### config.mk
export PLATFORM = sky130hd
export DESIGN_NAME = cassette_pulse_block_encoder_unit
export DESIGN_NICKNAME = d
export VERILOG_FILES = /design/src/sv/cpbe_pkg.sv /design/src/sv/cpbe_cfg_regs.sv /design/src/sv/cpbe_front.sv /design/src/sv/cpbe_cmd_fifo.sv /design/src/sv/cpbe_back.sv /design/src/sv/cassette_pulse_block_encoder_unit.sv
export SDC_FILE = /design/constraint.sdc
export NUM_CORES = 1
export LEC_CHECK = 0
export BUFFER_PORTS_ARGS = -buffer_cell sky130_fd_sc_hd__buf_2
export CORE_MARGIN = 2
export CORE_UTILIZATION = 61
export DETAILED_ROUTE_END_ITERATION = 8
export PLACE_DENSITY = 0.9
export SETUP_SLACK_MARGIN = 0.5
export SLEW_MARGIN = 10
export SYNTH_ARGS = -nofsm -noshare
export SYNTH_HDL_FRONTEND = slang
export SYNTH_SLANG_ARGS = --single-unit
export TNS_END_PERCENT = 1
### constraint.sdc
create_clock -name clk -period 7.05 [get_ports clk]
set_input_delay 1.41 -clock clk [delete_from_list [all_inputs] [get_ports clk]]
set_output_delay 1.41 -clock clk [all_outputs]
set_load 0.01 [all_outputs]
### src/sv/cpbe_pkg.sv
// Shared types and constants of the cassette pulse block encoder.
// Used by every module of the block; depends on nothing else.
package cpbe_pkg;

    // Input operation codes.
    typedef enum logic [1:0] {
        OP_START  = 2'd0,
        OP_DATA   = 2'd1,
        OP_END    = 2'd2,
        OP_UNUSED = 2'd3
    } op_code_t;

    // Command kinds that travel from the front part to the back part.
    typedef enum logic [1:0] {
        CMD_START = 2'd0,
        CMD_DATA  = 2'd1,
        CMD_END   = 2'd2
    } cmd_kind_t;

    // A queued command: its kind and a 16-bit word (the byte or the checksum).
    typedef struct packed {
        cmd_kind_t   kind;
        logic [15:0] word;
    } cmd_t;

    // Configuration register indexes.
    localparam logic [2:0] REG_LONG_HIGH  = 3'd0;
    localparam logic [2:0] REG_LONG_LOW   = 3'd1;
    localparam logic [2:0] REG_SHORT_HIGH = 3'd2;
    localparam logic [2:0] REG_SHORT_LOW  = 3'd3;
    localparam logic [2:0] REG_GAP        = 3'd4;
    localparam logic [2:0] REG_MARK_LONG  = 3'd5;
    localparam logic [2:0] REG_MARK_SHORT = 3'd6;

    // Reset values of the configuration registers.
    localparam logic [15:0] RST_LONG_HIGH  = 16'd22;
    localparam logic [15:0] RST_LONG_LOW   = 16'd22;
    localparam logic [15:0] RST_SHORT_HIGH = 16'd11;
    localparam logic [15:0] RST_SHORT_LOW  = 16'd11;
    localparam logic [15:0] RST_GAP        = 16'd11000;
    localparam logic [7:0]  RST_MARK_LONG  = 8'd40;
    localparam logic [7:0]  RST_MARK_SHORT = 8'd40;

    // Configuration as seen by the back part.
    typedef struct packed {
        logic [15:0] long_high;
        logic [15:0] long_low;
        logic [15:0] short_high;
        logic [15:0] short_low;
        logic [15:0] gap_pulses;
        logic [7:0]  mark_long;
        logic [7:0]  mark_short;
    } cfg_t;

    // Command queue geometry.
    localparam int CMD_DEPTH = 4;
    localparam int CMD_PTR_W = $clog2(CMD_DEPTH);
    localparam int CMD_CNT_W = $clog2(CMD_DEPTH + 1);

    // Descriptor sequencing.
    localparam int STEP_W          = 5;
    localparam int BYTE_STEPS      = 9;
    localparam int DATA_STOP_STEP  = 8;
    localparam int END_PAIR_STEP   = 18;
    localparam int START_GAP_STEP  = 0;
    localparam int START_MLONG_STEP = 1;
    localparam int START_MSHORT_STEP = 2;
    localparam logic [15:0] PAIR_COUNT = 16'd2;
    localparam logic [15:0] ONE_PULSE  = 16'd1;

endpackage

### src/sv/cpbe_cfg_regs.sv
// Configuration register file of the cassette pulse block encoder.
// Depends on cpbe_pkg for the register indexes, reset values and cfg_t.
module cpbe_cfg_regs (
    input  logic           clk,
    input  logic           rst_n,
    input  logic           cfg_we,
    input  logic [2:0]     cfg_index,
    input  logic [15:0]    cfg_data,
    output cpbe_pkg::cfg_t cfg
);
    import cpbe_pkg::*;

    cfg_t cfg_reg;
    cfg_t cfg_next;

    // Decode a write into the addressed register; other indexes are ignored.
    always_comb
    begin
        cfg_next = cfg_reg;
        if (cfg_we)
        begin
            case (cfg_index)
                REG_LONG_HIGH:  cfg_next.long_high  = cfg_data;
                REG_LONG_LOW:   cfg_next.long_low   = cfg_data;
                REG_SHORT_HIGH: cfg_next.short_high = cfg_data;
                REG_SHORT_LOW:  cfg_next.short_low  = cfg_data;
                REG_GAP:        cfg_next.gap_pulses = cfg_data;
                REG_MARK_LONG:  cfg_next.mark_long  = cfg_data[7:0];
                REG_MARK_SHORT: cfg_next.mark_short = cfg_data[7:0];
                default:        cfg_next = cfg_reg;
            endcase
        end
    end

    always_ff @(posedge clk or negedge rst_n)
    begin
        if (!rst_n)
        begin
            cfg_reg.long_high  <= RST_LONG_HIGH;
            cfg_reg.long_low   <= RST_LONG_LOW;
            cfg_reg.short_high <= RST_SHORT_HIGH;
            cfg_reg.short_low  <= RST_SHORT_LOW;
            cfg_reg.gap_pulses <= RST_GAP;
            cfg_reg.mark_long  <= RST_MARK_LONG;
            cfg_reg.mark_short <= RST_MARK_SHORT;
        end
        else
        begin
            cfg_reg <= cfg_next;
        end
    end

    assign cfg = cfg_reg;

endmodule

### src/sv/cpbe_front.sv
// Front part: accepts input transactions, classifies them and keeps the checksum.
// Depends on cpbe_pkg for the operation codes and the command type.
module cpbe_front (
    input  logic           clk,
    input  logic           rst_n,
    input  logic           push,
    output logic           full,
    input  logic [1:0]     operation,
    input  logic [7:0]     data_byte,
    input  logic           queue_full,
    output logic           cmd_wr,
    output cpbe_pkg::cmd_t cmd
);
    import cpbe_pkg::*;

    logic [15:0] csum_reg;
    logic [15:0] csum_next;
    logic        accept;
    logic [3:0]  ones;
    op_code_t    op;

    assign op     = op_code_t'(operation);
    assign accept = push && !queue_full;
    assign full   = queue_full;

    // Count of one bits in the incoming byte.
    always_comb
    begin
        ones = 4'd0;
        for (int i = 0; i < 8; i++)
        begin
            ones = ones + {3'd0, data_byte[i]};
        end
    end

    // Classify the transaction and build the command for the back part.
    always_comb
    begin
        cmd_wr    = 1'b0;
        cmd.kind  = CMD_START;
        cmd.word  = 16'd0;
        csum_next = csum_reg;
        if (accept)
        begin
            case (op)
                OP_START:
                begin
                    cmd_wr    = 1'b1;
                    cmd.kind  = CMD_START;
                    csum_next = 16'd0;
                end
                OP_DATA:
                begin
                    cmd_wr    = 1'b1;
                    cmd.kind  = CMD_DATA;
                    cmd.word  = {8'd0, data_byte};
                    csum_next = csum_reg + {12'd0, ones};
                end
                OP_END:
                begin
                    cmd_wr   = 1'b1;
                    cmd.kind = CMD_END;
                    cmd.word = csum_reg;
                end
                default:
                begin
                    cmd_wr = 1'b0;
                end
            endcase
        end
    end

    always_ff @(posedge clk or negedge rst_n)
    begin
        if (!rst_n)
        begin
            csum_reg <= 16'd0;
        end
        else
        begin
            csum_reg <= csum_next;
        end
    end

endmodule

### src/sv/cpbe_cmd_fifo.sv
// Short command queue between the front and the back part.
// Depends on cpbe_pkg for cmd_t and the queue geometry.
module cpbe_cmd_fifo (
    input  logic           clk,
    input  logic           rst_n,
    input  logic           wr_en,
    input  cpbe_pkg::cmd_t wr_cmd,
    output logic           queue_full,
    input  logic           rd_en,
    output logic           head_valid,
    output cpbe_pkg::cmd_t head_cmd
);
    import cpbe_pkg::*;

    cmd_t                 mem_reg [CMD_DEPTH];
    logic [CMD_PTR_W-1:0] wr_ptr_reg;
    logic [CMD_PTR_W-1:0] wr_ptr_next;
    logic [CMD_PTR_W-1:0] rd_ptr_reg;
    logic [CMD_PTR_W-1:0] rd_ptr_next;
    logic [CMD_CNT_W-1:0] count_reg;
    logic [CMD_CNT_W-1:0] count_next;
    logic                 do_wr;
    logic                 do_rd;

    assign queue_full = (count_reg == CMD_CNT_W'(CMD_DEPTH));
    assign head_valid = (count_reg != '0);
    assign head_cmd   = mem_reg[rd_ptr_reg];
    assign do_wr      = wr_en && !queue_full;
    assign do_rd      = rd_en && head_valid;

    // Pointer and occupancy update.
    always_comb
    begin
        wr_ptr_next = wr_ptr_reg;
        rd_ptr_next = rd_ptr_reg;
        count_next  = count_reg;
        if (do_wr)
        begin
            wr_ptr_next = (wr_ptr_reg == CMD_PTR_W'(CMD_DEPTH - 1)) ? '0 : wr_ptr_reg + 1'b1;
        end
        if (do_rd)
        begin
            rd_ptr_next = (rd_ptr_reg == CMD_PTR_W'(CMD_DEPTH - 1)) ? '0 : rd_ptr_reg + 1'b1;
        end
        if (do_wr && !do_rd)
        begin
            count_next = count_reg + 1'b1;
        end
        else if (do_rd && !do_wr)
        begin
            count_next = count_reg - 1'b1;
        end
    end

    always_ff @(posedge clk or negedge rst_n)
    begin
        if (!rst_n)
        begin
            wr_ptr_reg <= '0;
            rd_ptr_reg <= '0;
            count_reg  <= '0;
        end
        else
        begin
            wr_ptr_reg <= wr_ptr_next;
            rd_ptr_reg <= rd_ptr_next;
            count_reg  <= count_next;
        end
    end

    // Storage needs no reset; only occupied entries are read.
    always_ff @(posedge clk)
    begin
        if (do_wr)
        begin
            mem_reg[wr_ptr_reg] <= wr_cmd;
        end
    end

endmodule

### src/sv/cpbe_back.sv
// Back part: expands each queued command into pulse descriptors, one a cycle while results are popped.
// Depends on cpbe_pkg for cmd_t, cfg_t and the sequencing constants.
module cpbe_back (
    input  logic           clk,
    input  logic           rst_n,
    input  cpbe_pkg::cfg_t cfg,
    input  logic           head_valid,
    input  cpbe_pkg::cmd_t head_cmd,
    output logic           head_pop,
    output logic           empty,
    input  logic           pop,
    output logic [15:0]    high_samples,
    output logic [15:0]    low_samples,
    output logic [15:0]    repeat_res,
    output logic           last
);
    import cpbe_pkg::*;

    logic [STEP_W-1:0] step_reg;
    logic [STEP_W-1:0] step_next;
    logic [STEP_W-1:0] sub;
    logic              out_valid_reg;
    logic              out_valid_next;
    logic [15:0]       high_reg;
    logic [15:0]       low_reg;
    logic [15:0]       rep_reg;
    logic              last_reg;
    logic              take;
    logic              d_long;
    logic [15:0]       d_rep;
    logic              d_last;
    logic [7:0]        cur_byte;
    logic [7:0]        shifted;

    // Pick the byte and the bit position within it for the current step.
    always_comb
    begin
        if (head_cmd.kind == CMD_END && step_reg < STEP_W'(BYTE_STEPS))
        begin
            cur_byte = head_cmd.word[15:8];
            sub      = step_reg;
        end
        else if (head_cmd.kind == CMD_END)
        begin
            cur_byte = head_cmd.word[7:0];
            sub      = step_reg - STEP_W'(BYTE_STEPS);
        end
        else
        begin
            cur_byte = head_cmd.word[7:0];
            sub      = step_reg;
        end
        shifted = cur_byte << sub[2:0];
    end

    // Descriptor for the current command and step.
    always_comb
    begin
        d_long = 1'b1;
        d_rep  = ONE_PULSE;
        d_last = 1'b0;
        case (head_cmd.kind)
            CMD_START:
            begin
                if (step_reg == STEP_W'(START_GAP_STEP))
                begin
                    d_long = 1'b0;
                    d_rep  = cfg.gap_pulses;
                end
                else if (step_reg == STEP_W'(START_MLONG_STEP))
                begin
                    d_rep = {8'd0, cfg.mark_long};
                end
                else if (step_reg == STEP_W'(START_MSHORT_STEP))
                begin
                    d_long = 1'b0;
                    d_rep  = {8'd0, cfg.mark_short};
                end
                else
                begin
                    d_rep  = PAIR_COUNT;
                    d_last = 1'b1;
                end
            end
            CMD_DATA:
            begin
                if (step_reg == STEP_W'(DATA_STOP_STEP))
                begin
                    d_last = 1'b1;
                end
                else
                begin
                    d_long = shifted[7];
                end
            end
            CMD_END:
            begin
                if (step_reg == STEP_W'(END_PAIR_STEP))
                begin
                    d_rep  = PAIR_COUNT;
                    d_last = 1'b1;
                end
                else if (sub != STEP_W'(DATA_STOP_STEP))
                begin
                    d_long = shifted[7];
                end
            end
            default:
            begin
                d_last = 1'b1;
            end
        endcase
    end

    // The output register loads whenever a command is queued and the register is free or being emptied.
    assign take     = head_valid && (!out_valid_reg || pop);
    assign head_pop = take && d_last;

    always_comb
    begin
        step_next = step_reg;
        if (take)
        begin
            step_next = d_last ? '0 : step_reg + 1'b1;
        end
        out_valid_next = take ? 1'b1 : (out_valid_reg && !pop);
    end

    always_ff @(posedge clk or negedge rst_n)
    begin
        if (!rst_n)
        begin
            step_reg      <= '0;
            out_valid_reg <= 1'b0;
        end
        else
        begin
            step_reg      <= step_next;
            out_valid_reg <= out_valid_next;
        end
    end

    // Result payload.
    always_ff @(posedge clk)
    begin
        if (take)
        begin
            high_reg <= d_long ? cfg.long_high : cfg.short_high;
            low_reg  <= d_long ? cfg.long_low : cfg.short_low;
            rep_reg  <= d_rep;
            last_reg <= d_last;
        end
    end

    assign empty        = !out_valid_reg;
    assign high_samples = high_reg;
    assign low_samples  = low_reg;
    assign repeat_res   = rep_reg;
    assign last         = last_reg;

endmodule

### src/sv/cassette_pulse_block_encoder_unit.sv
// Top level of the cassette pulse block encoder.
// Depends on cpbe_pkg, cpbe_cfg_regs, cpbe_front, cpbe_cmd_fifo and cpbe_back.
//
//   Channel   Handshake        Payload
//   input     push / full      operation[1:0], data_byte[7:0]
//   result    empty / pop      high_samples, low_samples, repeat_res, last
//   config    cfg_we           cfg_index[2:0], cfg_data[15:0]
//
// One descriptor leaves the back part per cycle while results are popped: a start
// transaction gives 4 descriptors, a data one 9 and an end one 19, set by the back part's step counter.
// A transaction's first descriptor reaches the result ports via the command queue, then the output register.
// A four-entry command queue lets the front keep taking transactions while the back stalls.
// Reset clears the checksum, the queue, the step counter and the output valid flag and loads the register defaults.
module cassette_pulse_block_encoder_unit (
    input  logic        clk,
    input  logic        rst_n,
    input  logic        push,
    output logic        full,
    input  logic [1:0]  operation,
    input  logic [7:0]  data_byte,
    output logic        empty,
    input  logic        pop,
    output logic [15:0] high_samples,
    output logic [15:0] low_samples,
    output logic [15:0] repeat_res,
    output logic        last,
    input  logic        cfg_we,
    input  logic [2:0]  cfg_index,
    input  logic [15:0] cfg_data
);
    import cpbe_pkg::*;

    cfg_t cfg;
    cmd_t wr_cmd;
    cmd_t head_cmd;
    logic cmd_wr;
    logic queue_full;
    logic head_valid;
    logic head_pop;

    // Configuration registers.
    cpbe_cfg_regs u_cfg (
        .clk       (clk),
        .rst_n     (rst_n),
        .cfg_we    (cfg_we),
        .cfg_index (cfg_index),
        .cfg_data  (cfg_data),
        .cfg       (cfg)
    );

    // Front part: takes transactions and keeps the checksum.
    cpbe_front u_front (
        .clk        (clk),
        .rst_n      (rst_n),
        .push       (push),
        .full       (full),
        .operation  (operation),
        .data_byte  (data_byte),
        .queue_full (queue_full),
        .cmd_wr     (cmd_wr),
        .cmd        (wr_cmd)
    );

    // Command queue.
    cpbe_cmd_fifo u_fifo (
        .clk        (clk),
        .rst_n      (rst_n),
        .wr_en      (cmd_wr),
        .wr_cmd     (wr_cmd),
        .queue_full (queue_full),
        .rd_en      (head_pop),
        .head_valid (head_valid),
        .head_cmd   (head_cmd)
    );

    // Back part: descriptor sequencer and output register.
    cpbe_back u_back (
        .clk          (clk),
        .rst_n        (rst_n),
        .cfg          (cfg),
        .head_valid   (head_valid),
        .head_cmd     (head_cmd),
        .head_pop     (head_pop),
        .empty        (empty),
        .pop          (pop),
        .high_samples (high_samples),
        .low_samples  (low_samples),
        .repeat_res   (repeat_res),
        .last         (last)
    );

endmodule

=== After elaboration in Yosys (flattened, before gate mapping) ===
Memory sizes are Yosys's and may differ from the RTL's.
Cells that the tools add are included.

* Add/sub/neg operators: 14
* Multiply operators: 0
* Divide/modulo/power cells: 0
* $lt $le $gt $ge: 1
* Eq/ne operators: 18
* Shift operators: 1
* Mux-type cells: 36
* Bitwise operators: 0
* Reductions and logical operators: 31

{| class="wikitable"
|+ Operators with widths
! kind !! count
|-
| $pmux W16 S2 || 3
|-
| $mux W16 || 4
|-
| $add A4 B1 Y4 || 6
|-
| $mux W18 || 1
|-
| $add A16 B4 Y16 || 1
|-
| $mux W8 || 2
|-
| $reduce_and A2 Y1 || 8
|-
| $mux W1 || 15
|-
| $mux W5 || 3
|-
| $eq A3 B3 Y1 const B || 4
|-
| $logic_and A1 B1 Y1 || 9
|-
| $eq A2 B2 Y1 const B || 4
|-
| $shl A8 B3 Y8 || 1
|-
| $eq A3 B2 Y1 const B || 2
|-
| $mux W2 || 3
|-
| $mux W3 || 2
|-
| $pmux W1 S3 || 2
|-
| $add A5 B1 Y5 const B || 1
|-
| $eq A5 B1 Y1 const B || 1
|-
| $eq A5 B2 Y1 const B || 1
|-
| $eq A5 B4 Y1 const B || 1
|-
| $eq A5 B5 Y1 const B || 1
|-
| $logic_not A1 Y1 || 5
|-
| $logic_not A5 Y1 || 1
|-
| other kinds (16) || 20
|}

* Register bits after elaboration: 174
* Bits in latches: 0
* Bits in writable memories: 72
* ROM bits: 0
* Output and inout bits: 51
* Word-level logic and storage cells: 119
* Memories: 1

{| class="wikitable"
|+ Memories
! name !! words !! width !! rd ports !! clocked after Yosys merged registers in !! write ports !! RTL line !! text
|-
| u_fifo.mem_reg || 4 || 18 || 1 || 0 || 1 || cpbe_cmd_fifo.sv:15 || <nowiki>cmd_t mem_reg [CMD_DEPTH];</nowiki>
|}

=== Logic depth before layout (Yosys ltp) ===
* Word-level depth: 10
* Depth in mapped cells: 16

=== Modules after synthesis ===
From an unflattened synthesis, not the netlist that was laid out.

* Cell total of the unflattened synthesis: 748
* Area, all modules: 11,431.0 um^2

{| class="wikitable"
|+ Modules (own cells, without submodules)
! module !! instances !! cells each !! area an instance (um^2) !! seq. area each (um^2)
|-
| cpbe_cfg_regs || 1 || 211 || 3,728.6 || 2,432.3
|-
| cpbe_back || 1 || 247 || 3,206.8 || 1,621.6
|-
| cpbe_cmd_fifo || 1 || 131 || 3,071.7 || 2,337.2
|-
| cpbe_front || 1 || 159 || 1,423.9 || 400.4
|}

=== Least setup slack after synthesis ===
No wires, ideal clock.

* Kind: input to register
* Start point: input data_byte[0]
* End point: register u_front.csum_reg[13]
* Arrival time: 4,952 ps
* Setup slack: 2,019 ps
* Cell stages on the path: 15
* Path through: ha_1 inv_1 fa_1 fa_1 fa_1 fa_1 inv_1 ha_1 a21o_1 a21o_1 a21oi_1 nor2_1 and3_1 nand3_1 mux2i_1

* Cells in the longest elaborated chain, start to end: 9

{| class="wikitable"
|+ RTL lines
! what !! RTL line !! text
|-
| start: declaration || cassette_pulse_block_encoder_unit.sv:20 || <nowiki>input logic [7:0] data_byte,</nowiki>
|-
| $add A1 B1 Y2 || cpbe_front.sv:32 || <nowiki>ones = ones + {3'd0, data_byte[i]};</nowiki>
|-
| $add A4 B1 Y4 (6 in a row) || cpbe_front.sv:32 ||
|-
| $add A16 B4 Y16 || cpbe_front.sv:57 || <nowiki>csum_next = csum_reg + {12'd0, ones};</nowiki>
|-
| $pmux W16 S2 || cpbe_front.sv:45 || <nowiki>case (op)</nowiki>
|-
| end signal: assignment || cpbe_front.sv:81 || <nowiki>csum_reg <= csum_next;</nowiki>
|-
| end: declaration || cpbe_front.sv:16 || <nowiki>logic [15:0] csum_reg;</nowiki>
|}

Every way passes these cells.
A chain may end at the register's enable or synchronous reset.

=== Final worst setup path ===
* Start point: input data_byte[0]
* End point: register u_front.csum_reg[10]

The elaborated chain is that of the path after synthesis.

==> reports/metrics.yaml <==
status: "finished, final reports clean"
globalplace.congestion: 0.8702
first_iter_violations: 444
finalCritPeriodShare_pct: 69.63
core_area_um2: 17840
drt_pass1_iterations: 8
arrival_ns: 5.29
crit_path_cell_trace: "buf_2, ha_1, inv_1, fa_1, fa_1, fa_1, fa_1, fa_1, inv_1, a21o_1, a21oi_1, nor3_1, nand3_1, nand3_1, o21ai_0"
reg2regPathDepth: 8
hold_viol: 0
endpoint_kind: "flip-flop"
hold_depth: 1
drtAntennaViolNets: 0
crit_path_top_delay_cell: "fa_1"
clock_path_buffers: 3
fp.dieArea_um2: 19190
cts_hold_buf: 0
p_per_area_nw_per_um2: 433.3
drive_above_1_share_pct: 37.91
hpwl_um: 13840
io_buffers: 84
worst_slack_ns: 2.141
dieWidth_um: 138.5
async_flop_share_pct: 50.81
grt_pass1_vias: 6893
fillerInstances: 1082
syn_area_um2: 11040
yosysTopAreaCell: "edfxtp_1"
yosysWarningCount: 0
die_y_um: 138.5
grt_pass1_wl_um: 35940
synthFlopType: "edfxtp_1"
final_util_pct: 69.74
yosysUniqueCellTypes: 64
slew_headroom_pct: 22.97
worstSkewPairLatency_ns: 0.51
cts.sinks: 246
crit_path_start_kind: "input port"
synth_cells: 720
cp_max_fo: 5
max-cap-violations: 0
diodes: 0
dpl_worst_slack_ns: 1.648
worstPathRequired_ns: 7.43
antenna_found_initial: 0
ys_top_cells_by_area: "edfxtp_1 33%, dfrtp_1 23%, mux2_2 10%, dfstp_2 5.7%, mux2_4 4.1%"
vias: 6317
grt_max_degree: 67
cts_root_buf: "clkbuf_16"
setup-tns-final_ns: 0
cts_tree: "done"
ys_ff_latch: 246
path_clk_slew_ns: 0.06
grt_use_total_pct: 23.26
largest_reg_flops: 96
htreeDepth: 1
max_freq_mhz: 203.7
nets: 868
synth_seq_area_share_pct: 61.53
peakVddDrop_mv: 0.2922
syn_nets: 783
worst_pin_slew_ns: 1.149
rsz0062_at_grt: "no"
synth_edf_count: 121
crit_type: "in2reg"
syn_area_per_cell_um2: 15.33
finalClockSkew_ns: 0.009116
syn2layout_area_growth_pct: 12.73
cts_resized: 0
via_per_inst: 6.005
cts_buffers: 24
path_common_cell: "fa_1"
final-max-slew-violation-count: 0
period_needed_ns: 4.909
rows: 49
synth_top_area_share_pct: 32.92
wire_per_inst_um: 20.80
final-setup-viol-count: 0
max_stage_delay_ns: 0.50
power.total_mw: 5.391
p_leak_nw: 5.202
post_cts_buffers: 0
boundaryPins: 85
initial_core_util_pct: 61.86
drcViolationCount: 0
totalWireLength_um: 21890
hold_path.class: "reg2reg"
grt-ovfl-total: 0
cell usage in the layout, fill, tap and decap left out, types with 7 or more instances in the layout:
cell type and n:
dfrtp_1 101, mux4_1 7, clkbuf_16 25, buf_2 83, and2_1 22, nor3_1 12
buf_4 8, mux2_2 101, mux4_2 11, mux2_4 30, nor2_1 21, o21ai_0 27
a22o_1 9, nand2_1 23, ha_1 23, a21oi_1 11, nand3_1 16, edfxtp_1 121
clkbuf_8 8, mux2i_1 8, inv_1 29, dfstp_2 24
final timing paths:
| path | slack, ns | endpoint | start |
|---|---|---|---|
| max | 2.14 | u_front.csum_reg[10]$_DFFE_PN0P_ | data_byte[0] |
| min | 0.49 | u_front.csum_reg[15]$_DFFE_PN0P_ | u_front.csum_reg[15]$_DFFE_PN0P_ |
| max reg2reg | 2.93 | u_back.high_samples[15]$_DFFE_PP_ | u_fifo.rd_ptr_reg[1]$_DFFE_PN0P_ |
| min reg2reg | 0.49 | u_front.csum_reg[15]$_DFFE_PN0P_ | u_front.csum_reg[15]$_DFFE_PN0P_ |
| max in group asynchronous | 4.76 | u_cfg.cfg[79]$_DFFE_PN0P_ | rst_n |
| min in group asynchronous | 1.00 | u_cfg.cfg[36]$_DFFE_PN0P_ | rst_n |
Yosys cell counts (8+ instances only):
master / n
ha_1: 23
dfstp_2: 24
clkbuf_1: 18
a22o_1: 9
nand3_1: 16
nor3_1: 14
dfrtp_1: 101
nand2_1: 23
mux2_4: 30
buf_6: 8
inv_1: 30
mux2_2: 101
o21ai_0: 27
nor2_1: 21
mux4_2: 11
a21oi_1: 11
mux2i_1: 8
and2_1: 22
edfxtp_1: 121
logic make-up after synthesis:
kind of cell	synth area share (%)
xor+xnor	0.7029
buf+inv	2.789
compound gates	5.600
fa+ha+maj	3.696
mux	19.02
flops	61.53
simple gates	6.655
critical path, delay by kind of cell:
family	cells	cell delay, ns
adders and majority gates	6	2.59
AOI/OAI and AO/OA	3	0.33
and+or+nand+nor	3	0.73
buffers and inverters	3	0.21
metrics by stage:
| stage | cell area [µm²] | hold slack (ns) | instances |
|---|---|---|---|
| floorplan | 11040 | 0.4367 | 720 |
| global placement | 11630 | 0.4600 | 1008 |
| detailed placement | 11630 | 0.4738 | 1008 |
| CTS | 12440 | 0.4821 | 1052 |
| global route | 12440 | 0.5122 | 1052 |
| finish | 12440 | 0.4876 | 1052 |
layer usage:
layer / GRT usage (%) / share of wire [%]
met1: 29.40 / 41
met2: 41.69 / 52
met3: 3.672 / 4.8
met4: 7.035 / 2.5
met5: 0 / 0
power by group:
group          switching [mW]  total (mW)  internal [mW]
Clock                   0.518        1.29          0.768
Sequential              0.214        2.21           2.00
Combinational           0.960        1.89          0.931
Total                    1.69        5.39           3.70
layout make-up:
cell class,instances,area (µm²),share of cell area (%)
repair buffers,91,475.5,3.821
well taps,229,286.5,2.303
flip-flops and latches,246,6792,54.59
clock buffers,38,754.5,6.064
clock inverters,6,53.80,0.4324
inverters,31,116.4,0.9352
multi-input cells,411,3964,31.86
Power figures use the tool's default switching activity.
